<file path="config.mk">
export PLATFORM = sky130hd
export DESIGN_NAME = size_class_block_pool
export DESIGN_NICKNAME = d
export VERILOG_FILES = /design/src/hw/rtl/scbp_pkg.sv /design/src/hw/rtl/size_class_block_pool.sv /design/src/hw/rtl/scbp_csr_regs.sv /design/src/hw/rtl/scbp_class_unit.sv /design/src/hw/rtl/scbp_seq.sv
export VERILOG_INCLUDE_DIRS = /design/src /design/src/hw/rtl
export SDC_FILE = /design/constraint.sdc
export NUM_CORES = 1
export LEC_CHECK = 0
export BUFFER_PORTS_ARGS = -buffer_cell sky130_fd_sc_hd__buf_4
export CORE_MARGIN = 2
export CORE_UTILIZATION = 40
export CTS_CLUSTER_DIAMETER = 40
export DETAILED_ROUTE_END_ITERATION = 7
export GPL_ROUTABILITY_DRIVEN = 0
export GPL_TIMING_DRIVEN = 0
export SLEW_MARGIN = 20
export SYNTH_ARGS = -nofsm -noshare
export SYNTH_HDL_FRONTEND = slang
export SYNTH_SLANG_ARGS = --single-unit
</file>
<file path="constraint.sdc">
create_clock -name clock -period 9.15 [get_ports clock]
set_clock_uncertainty 0.05 [all_clocks]
set_input_delay 0.4575 -clock clock [delete_from_list [all_inputs] [get_ports clock]]
set_output_delay 0.4575 -clock clock [all_outputs]
set_load 0.05 [all_outputs]
</file>
<file path="src/hw/rtl/size_class_block_pool_assert.svh">
// Assertion macros shared by the size class block pool RTL.
`ifndef SIZE_CLASS_BLOCK_POOL_ASSERT_SVH
`define SIZE_CLASS_BLOCK_POOL_ASSERT_SVH

// Same-cycle implication, skipped while reset is high.
`define SCBP_ASSERT_SAME(name, clk, rst, ante, cons, msg) \
   name: assert property (@(posedge clk) disable iff (rst) (ante) |-> (cons)) else $error(msg);

// Next-cycle implication, skipped while reset is high.
`define SCBP_ASSERT_NEXT(name, clk, rst, ante, cons, msg) \
   name: assert property (@(posedge clk) disable iff (rst) (ante) |=> (cons)) else $error(msg);

`endif

</file>
<file path="src/hw/rtl/scbp_pkg.sv">
// Types, constants and codes shared by the size class block pool.
`default_nettype none

package scbp_pkg;

   localparam int POOL_BLOCKS    = 32;
   localparam int SIZE_CLASSES   = 4;
   localparam int NUM_CLASS_REGS = 4;
   localparam int NUM_REGS       = 2 * NUM_CLASS_REGS;
   localparam int BYTES_W        = 21;
   localparam int COUNT_W        = 6;
   localparam int STATUS_W       = 2;
   localparam int CLASS_W        = $clog2(NUM_CLASS_REGS);
   localparam int HANDLE_W       = $clog2(POOL_BLOCKS);
   localparam int BASE_W         = $clog2(POOL_BLOCKS + 1);
   localparam int SUM_W          = ((BASE_W > COUNT_W) ? BASE_W : COUNT_W) + 1;
   localparam int CSR_INDEX_W    = 4;
   localparam int CSR_DATA_W     = BYTES_W;

   localparam logic [CLASS_W-1:0] LAST_CLASS = CLASS_W'(SIZE_CLASSES - 1);

   // Low bit of a register index picks bytes or count within a class.
   localparam logic REG_KIND_BYTES = 1'b0;

   typedef enum logic {
      OP_ALLOC = 1'b0,
      OP_FREE  = 1'b1
   } op_type;

   typedef enum logic [STATUS_W-1:0] {
      STATUS_DONE       = 2'd0,
      STATUS_NO_BLOCK   = 2'd1,
      STATUS_BAD_HANDLE = 2'd2
   } status_type;

   typedef enum logic [1:0] {
      SEQ_IDLE,
      SEQ_SCAN,
      SEQ_DONE
   } seq_state_type;

   // Sequencer to class unit: which class, and where its blocks start.
   typedef struct packed {
      logic [CLASS_W-1:0] cls;
      logic [BASE_W-1:0]  base;
   } scan_step_type;

   // Class unit to sequencer.
   typedef struct packed {
      logic                hit;
      logic [HANDLE_W-1:0] index;
      logic [BASE_W-1:0]   end_pos;
   } class_result_type;

endpackage

`default_nettype wire

</file>
<file path="src/hw/rtl/size_class_block_pool.sv">
// Top level of the size class block pool allocator.
//
//   channel  ports                                          role
//   req      req_valid/ready, op, request_bytes, free_handle  allocate or free request in
//   rsp      rsp_valid/ready, status, granted_handle          one response per request
//   csr      csr_valid/ready, index, wdata                    class size and count writes
//
// A request is captured, then passes each size class in turn through the
// shared class unit, then commits the busy map and loads the response
// register.
// The class unit handles one class per cycle: range of its blocks, size match
// and lowest free block in that range; the scan also sums the carved total.
// Synchronous reset clears the busy map (all free), state, rsp_valid and class regs.
// A held response does not block capture; only the commit step waits for it.
// csr_ready is always high.
`default_nettype none

module size_class_block_pool
   import scbp_pkg::*;
(
   input  wire logic                   clock,
   input  wire logic                   reset,
   input  wire logic                   req_valid,
   output logic                        req_ready,
   input  wire logic                   req_op,
   input  wire logic [BYTES_W-1:0]     req_request_bytes,
   input  wire logic [HANDLE_W-1:0]    req_free_handle,
   output logic                        rsp_valid,
   input  wire logic                   rsp_ready,
   output logic [STATUS_W-1:0]         rsp_status,
   output logic [HANDLE_W-1:0]         rsp_granted_handle,
   input  wire logic                   csr_valid,
   output logic                        csr_ready,
   input  wire logic [CSR_INDEX_W-1:0] csr_index,
   input  wire logic [CSR_DATA_W-1:0]  csr_wdata
);

`include "size_class_block_pool_assert.svh"

   logic [BYTES_W-1:0]     class_bytes [NUM_CLASS_REGS];
   logic [COUNT_W-1:0]     class_count [NUM_CLASS_REGS];
   scan_step_type          step;
   class_result_type       result;
   logic [BYTES_W-1:0]     want_bytes;
   logic [POOL_BLOCKS-1:0] busy_map;
   logic [BYTES_W-1:0]     sel_bytes;
   logic [COUNT_W-1:0]     sel_count;

   scbp_csr_regs u_csr (
      .clock       (clock),
      .reset       (reset),
      .csr_valid   (csr_valid),
      .csr_ready   (csr_ready),
      .csr_index   (csr_index),
      .csr_wdata   (csr_wdata),
      .class_bytes (class_bytes),
      .class_count (class_count)
   );

   // class under scan feeds the shared unit
   assign sel_bytes = class_bytes[step.cls];
   assign sel_count = class_count[step.cls];

   scbp_class_unit u_unit (
      .class_bytes (sel_bytes),
      .class_count (sel_count),
      .want_bytes  (want_bytes),
      .busy_map    (busy_map),
      .step        (step),
      .result      (result)
   );

   scbp_seq u_seq (
      .clock              (clock),
      .reset              (reset),
      .req_valid          (req_valid),
      .req_ready          (req_ready),
      .req_op             (req_op),
      .req_request_bytes  (req_request_bytes),
      .req_free_handle    (req_free_handle),
      .rsp_valid          (rsp_valid),
      .rsp_ready          (rsp_ready),
      .rsp_status         (rsp_status),
      .rsp_granted_handle (rsp_granted_handle),
      .step               (step),
      .want_bytes         (want_bytes),
      .busy_map           (busy_map),
      .result             (result)
   );

   // the sequencer must drop ready once a request is taken
   `SCBP_ASSERT_NEXT(a_busy_after_accept, clock, reset, req_valid && req_ready, !req_ready, "request taken while scan busy")

   // failed requests never hand out a block number
   `SCBP_ASSERT_SAME(a_zero_handle_on_fail, clock, reset, rsp_valid && (rsp_status != STATUS_DONE), rsp_granted_handle == '0, "nonzero handle on failed request")

endmodule

`default_nettype wire

</file>
<file path="src/hw/rtl/scbp_csr_regs.sv">
// Class configuration registers of the size class block pool.
`default_nettype none

module scbp_csr_regs
   import scbp_pkg::*;
(
   input  wire logic                   clock,
   input  wire logic                   reset,
   input  wire logic                   csr_valid,
   output logic                        csr_ready,
   input  wire logic [CSR_INDEX_W-1:0] csr_index,
   input  wire logic [CSR_DATA_W-1:0]  csr_wdata,
   output logic [BYTES_W-1:0]          class_bytes [NUM_CLASS_REGS],
   output logic [COUNT_W-1:0]          class_count [NUM_CLASS_REGS]
);

   logic [BYTES_W-1:0] bytes_ff [NUM_CLASS_REGS];
   logic [COUNT_W-1:0] count_ff [NUM_CLASS_REGS];
   logic [CLASS_W-1:0] cls_sel;
   logic               in_list;

   assign csr_ready = 1'b1;
   assign in_list   = csr_index < CSR_INDEX_W'(NUM_REGS);
   assign cls_sel   = csr_index[CLASS_W:1];

   always_ff @(posedge clock) begin
      if (reset) begin
         for (int c = 0; c < NUM_CLASS_REGS; c++) begin
            bytes_ff[c] <= '0;
            count_ff[c] <= '0;
         end
      end else if (csr_valid && in_list) begin
         if (csr_index[0] == REG_KIND_BYTES) begin
            bytes_ff[cls_sel] <= csr_wdata[BYTES_W-1:0];
         end else begin
            count_ff[cls_sel] <= csr_wdata[COUNT_W-1:0];
         end
      end
   end

   assign class_bytes = bytes_ff;
   assign class_count = count_ff;

endmodule

`default_nettype wire

</file>
<file path="src/hw/rtl/scbp_class_unit.sv">
// Shared class unit: range of one class, size match and lowest free block.
`default_nettype none

module scbp_class_unit
   import scbp_pkg::*;
(
   input  wire logic [BYTES_W-1:0]     class_bytes,
   input  wire logic [COUNT_W-1:0]     class_count,
   input  wire logic [BYTES_W-1:0]     want_bytes,
   input  wire logic [POOL_BLOCKS-1:0] busy_map,
   input  wire scan_step_type          step,
   output class_result_type            result
);

   logic [SUM_W-1:0]       sum;
   logic [BASE_W-1:0]      end_pos;
   logic [POOL_BLOCKS-1:0] cand;
   logic [POOL_BLOCKS-1:0] lowest;
   logic [HANDLE_W-1:0]    index;

   always_comb begin
      sum     = SUM_W'(step.base) + SUM_W'(class_count);
      // clip the running block number at the pool size
      end_pos = (sum > SUM_W'(POOL_BLOCKS)) ? BASE_W'(POOL_BLOCKS) : BASE_W'(sum);

      for (int b = 0; b < POOL_BLOCKS; b++) begin
         cand[b] = !busy_map[b] && (BASE_W'(b) >= step.base) && (BASE_W'(b) < end_pos);
      end

      // isolate lowest candidate, then one-hot to binary
      lowest = cand & (~cand + POOL_BLOCKS'(1));
      index  = '0;
      for (int b = 0; b < POOL_BLOCKS; b++) begin
         if (lowest[b]) begin
            index = index | HANDLE_W'(b);
         end
      end

      result.hit     = (class_bytes == want_bytes) && (|cand);
      result.index   = index;
      result.end_pos = end_pos;
   end

endmodule

`default_nettype wire

</file>
<file path="src/hw/rtl/scbp_seq.sv">
// Sequencer: request capture, class scan, busy map and response register.
`default_nettype none

module scbp_seq
   import scbp_pkg::*;
(
   input  wire logic                   clock,
   input  wire logic                   reset,
   input  wire logic                   req_valid,
   output logic                        req_ready,
   input  wire logic                   req_op,
   input  wire logic [BYTES_W-1:0]     req_request_bytes,
   input  wire logic [HANDLE_W-1:0]    req_free_handle,
   output logic                        rsp_valid,
   input  wire logic                   rsp_ready,
   output logic [STATUS_W-1:0]         rsp_status,
   output logic [HANDLE_W-1:0]         rsp_granted_handle,
   output scan_step_type               step,
   output logic [BYTES_W-1:0]          want_bytes,
   output logic [POOL_BLOCKS-1:0]      busy_map,
   input  wire class_result_type       result
);

   seq_state_type          state_ff, state_in;
   op_type                 op_ff, op_in;
   logic [BYTES_W-1:0]     bytes_ff, bytes_in;
   logic [HANDLE_W-1:0]    handle_ff, handle_in;
   logic [CLASS_W-1:0]     cls_ff, cls_in;
   logic [BASE_W-1:0]      base_ff, base_in;
   logic                   found_ff, found_in;
   logic [HANDLE_W-1:0]    grant_ff, grant_in;
   logic [POOL_BLOCKS-1:0] busy_ff, busy_in;
   logic                   rsp_valid_ff, rsp_valid_in;
   status_type             rsp_status_ff, rsp_status_in;
   logic [HANDLE_W-1:0]    rsp_handle_ff, rsp_handle_in;

   always_ff @(posedge clock) begin
      if (reset) begin
         state_ff     <= SEQ_IDLE;
         busy_ff      <= '0;
         rsp_valid_ff <= 1'b0;
      end else begin
         state_ff     <= state_in;
         busy_ff      <= busy_in;
         rsp_valid_ff <= rsp_valid_in;
      end
   end

   always_ff @(posedge clock) begin
      op_ff         <= op_in;
      bytes_ff      <= bytes_in;
      handle_ff     <= handle_in;
      cls_ff        <= cls_in;
      base_ff       <= base_in;
      found_ff      <= found_in;
      grant_ff      <= grant_in;
      rsp_status_ff <= rsp_status_in;
      rsp_handle_ff <= rsp_handle_in;
   end

   always_comb begin
      state_in      = state_ff;
      op_in         = op_ff;
      bytes_in      = bytes_ff;
      handle_in     = handle_ff;
      cls_in        = cls_ff;
      base_in       = base_ff;
      found_in      = found_ff;
      grant_in      = grant_ff;
      busy_in       = busy_ff;
      rsp_valid_in  = rsp_valid_ff;
      rsp_status_in = rsp_status_ff;
      rsp_handle_in = rsp_handle_ff;
      req_ready     = (state_ff == SEQ_IDLE);

      if (rsp_valid_ff && rsp_ready) begin
         rsp_valid_in = 1'b0;
      end

      case (state_ff)
         SEQ_IDLE: begin
            if (req_valid) begin
               op_in     = op_type'(req_op);
               bytes_in  = req_request_bytes;
               handle_in = req_free_handle;
               cls_in    = '0;
               base_in   = '0;
               found_in  = 1'b0;
               grant_in  = '0;
               state_in  = SEQ_SCAN;
            end
         end
         SEQ_SCAN: begin
            base_in = result.end_pos;
            if (op_ff == OP_ALLOC && !found_ff && result.hit) begin
               found_in = 1'b1;
               grant_in = result.index;
            end
            if (cls_ff == LAST_CLASS) begin
               state_in = SEQ_DONE;
            end else begin
               cls_in = cls_ff + CLASS_W'(1);
            end
         end
         SEQ_DONE: begin
            // base_ff now holds the carved total
            if (!rsp_valid_ff || rsp_ready) begin
               rsp_valid_in = 1'b1;
               state_in     = SEQ_IDLE;
               if (op_ff == OP_ALLOC) begin
                  rsp_handle_in = grant_ff;
                  if (found_ff) begin
                     rsp_status_in     = STATUS_DONE;
                     busy_in[grant_ff] = 1'b1;
                  end else begin
                     rsp_status_in = STATUS_NO_BLOCK;
                  end
               end else begin
                  rsp_handle_in = '0;
                  if (BASE_W'(handle_ff) < base_ff) begin
                     rsp_status_in      = STATUS_DONE;
                     busy_in[handle_ff] = 1'b0;
                  end else begin
                     rsp_status_in = STATUS_BAD_HANDLE;
                  end
               end
            end
         end
         default: begin
            state_in = SEQ_IDLE;
         end
      endcase
   end

   assign step.cls           = cls_ff;
   assign step.base          = base_ff;
   assign want_bytes         = bytes_ff;
   assign busy_map           = busy_ff;
   assign rsp_valid          = rsp_valid_ff;
   assign rsp_status         = rsp_status_ff;
   assign rsp_granted_handle = rsp_handle_ff;

endmodule

`default_nettype wire

</file>
==> results.json <==
{
  "n_antenna_cell": 0,
  "num-nets-final": 1273,
  "cap_violations": 0,
  "syn_avg_cell_area_um2": 8.81,
  "grt_pass1_wl_um": 46600,
  "tightest_slew_ns": 1.15,
  "drt_iter0_markers": 814,
  "grt_pass1_vias": 8368,
  "hp-start": "req_request_bytes[16]",
  "cts.sinks": 191,
  "viasPerCell": 5.71,
  "final.min_clock_period_ns": 7.00,
  "clkLatencyLatePin_ns": 0.45,
  "rsz0062_at_grt": "false",
  "seq_area_mm2": 0.00430,
  "cp_max_fo": 10,
  "ctsResizeCount": 0,
  "path_clk_slew_ns": 0.08,
  "p_leak_nw": 4.14,
  "cp.required_ns": 9.17,
  "dieWidth_um": 162,
  "setup_tns_ns": 0,
  "rows": 57,
  "slew_violations": 0,
  "synthTopCellsByArea": "dfxtp_1 29%, edfxtp_1 15%, nand2_1 8.8%",
  "endpoint_kind": "flop",
  "ir_worst_vdd_v": 0.000119,
  "grt_max_degree": 28,
  "cts_hold_buf": 0,
  "hold_depth": 1,
  "wl_per_cell_um": 19.5,
  "crit_path_start_kind": "flop",
  "dpl.hpwl_um": 22000,
  "syn_to_final_growth_pct": 14.8,
  "layout-drive-gt1-share_pct": 13.5,
  "cp_data_arrival_time_ns": 7.02,
  "grt_usage_pct": 23.2,
  "ant_nets": 0,
  "wl_um": 30000,
  "final_cell_mix": "234 x nand2_1, 147 x a21oi_1, 143 x dfxtp_1, 68 x nor2_1, 61 x buf_4",
  "clock_path_buffers": 2,
  "seq_area_frac_synth_pct": 43.3,
  "path_class": "reg -> reg",
  "finalSetupViolCount": 0,
  "die_y_um": 162,
  "initial_utilization_pct": 40.8,
  "max_freq_mhz": 143,
  "via_count": 8799,
  "fin_crit_sh_pct": 76.5,
  "final-hold-violation-count": 0,
  "ys.flop_type": "dfxtp_1",
  "reg2reg_from": "u_seq.cls_ff[0]",
  "grt_antenna_before_repair": 0,
  "synthCells": 1127,
  "multi_input_area_mm2": 0.00526,
  "grt.overflow.total": 0,
  "hold_class": "in -> reg",
  "dr.pass1.iters": 5,
  "drc_errors": 0,
  "yosys.area.top_type_share_pct": 28.8,
  "synth_edf_count": 48,
  "cts_buffers": 17,
  "regToRegSetupSlack_ns": 2.15,
  "status": "finished, final reports clean",
  "max-slew-margin-rel_pct": 22.8,
  "holdPathEnd": "u_seq.want_bytes[16]",
  "yosysTopAreaCell": "dfxtp_1",
  "yosys_warnings": 0,
  "h-tree-depth": 4,
  "synth_nets": 1196,
  "cts_tree": "built",
  "synthDistinctLibCells": 90,
  "synth-seq-cells": 191,
  "pwr_density_cell_mw_per_mm2": 204,
  "timing.rr.end": "u_seq.grant_ff[2]",
  "ios": 67,
  "final_common_cell": "nand2_1",
  "root_buffer": "clkbuf_16",
  "fillers": 2333,
  "port_buffers": 58,
  "reg2reg_depth": 14,
  "postCtsSetupRepairBufs": 0,
  "die-area_mm2": 0.0261,
  "postSynth.asyncResetShare_pct": 0,
  "core_area_mm2": 0.0243,
  "syn-cell-area_mm2": 0.00993,
  "final_core_util_pct": 46.9
}
-- worst max-delay path by stage --
stage,cells after the start,from,slack [ns],to
finish,14,u_seq.cls_ff[0],2.15,u_seq.grant_ff[2]
global route,14,u_seq.cls_ff[0],1.82,u_seq.grant_ff[2]
CTS,14,u_seq.cls_ff[0],2.25,u_seq.grant_ff[2]
detailed placement,14,u_seq.cls_ff[0],2.29,u_seq.found_ff
global placement,14,u_seq.cls_ff[0],2.27,u_seq.found_ff
floorplan,15,u_seq.cls_ff[0],4.00,u_seq.found_ff
-- through the flow --
stage          std cells  power [mW]  worst slack [ns]  area [µm²]  hold WS [ns]
2_1_floorplan       1127        1.38              4.00        9930         0.383
3_5_place_dp        1509        1.55              2.29       10800         0.397
5_1_grt             1541        2.43              1.82       11400         0.118
3_3_place_gp        1509        1.55              2.27       10800         0.389
6_report            1541        2.32              2.15       11400         0.133
4_1_cts             1541        2.32              2.25       11400         0.121
-- power by group --
part	internal (mW)	switching, mW
Clock	0.408	0.365
Sequential	0.906	0.0272
Combinational	0.222	0.395
Total	1.54	0.787
-- logic make-up (layout without fill, tap and decap cells) --
group / Yosys count / count (layout) / share of synthesized area [%]
XOR/XNOR: 23 / 23 / 2.03
other: 1 / 1 / 0.0378
AO/OA/AOI/OAI: 303 / 303 / 18.8
adder cells (fa/ha/maj): 12 / 12 / 1.59
buffers and inverters: 91 / 181 / 3.79
flip-flops: 191 / 191 / 43.3
AND/OR/NAND/NOR: 452 / 452 / 21.5
multiplexers: 54 / 54 / 8.84
-- Yosys cell counts, types with 5 or more instances --
cell and n:
nand2_1 234, a21oi_1 147, dfxtp_1 143, nor2_1 68, clkbuf_1 60, o21ai_0 55, edfxtp_1 48, mux2i_1 27
mux4_2 27, nor3_1 25, inv_1 16, nand3_1 15, and2_1 14, xor2_1 13, a21o_1 12, a31oi_1 11
ha_1 11, nand2b_1 10, or3_1 10, xnor2_1 10, nor2b_1 9, a211oi_1 8, nand4_1 8, buf_2 7
nand3b_1 7, nor4_1 7, or2_2 7, nor3b_1 6, and3_1 5, o2111ai_1 5
-- layout make-up --
class                           count  area share (%)
Multi-Input combinational cell    845            46.2
Sequential cell                   191            37.8
Clock buffer                       18            3.95
Timing Repair Buffer               58            3.82
Tap cell                          324            3.56
Buffer                             74            2.74
Clock inverter                     14            1.46
Inverter                           17           0.560
-- critical path, cell delays in order (launching register included) --
cell	delay (ns)
edfxtp_1	0.36
clkbuf_1	0.69
buf_1	0.76
mux4_2	0.61
ha_1	0.26
fa_1	0.56
nor2_1	0.42
o22ai_1	0.15
a211oi_1	0.40
nor2_1	0.12
a2111oi_4	0.49
nand4_4	0.20
or2_0	0.28
nor4_1	0.78
o21ai_1	0.49
-- per-layer routing --
metal / vias to the layer above / global-route usage (%) / routed length [µm]
met3: 75 / 3.49 / 1840
li1: 4196 / - / -
met2: 362 / 38.7 / 14300
met4: 0 / 9.13 / 1060
met5: - / 0 / 0
met1: 4166 / 30.4 / 12800
-- sequential cells by signal (all words and copies together) (netlist names), 2 cells and up --
name,flops
u_seq.want_bytes,21
u_seq.cls_ff,2
u_csr.class_bytes,84
u_seq.busy_map,32
u_seq.rsp_granted_handle,5
u_seq.rsp_status,2
u_seq.grant_ff,5
u_csr.class_count,24
u_seq.handle_ff,5
u_seq.state_ff,2
u_seq.base_ff,6
Power figures use the tool's default switching activity.
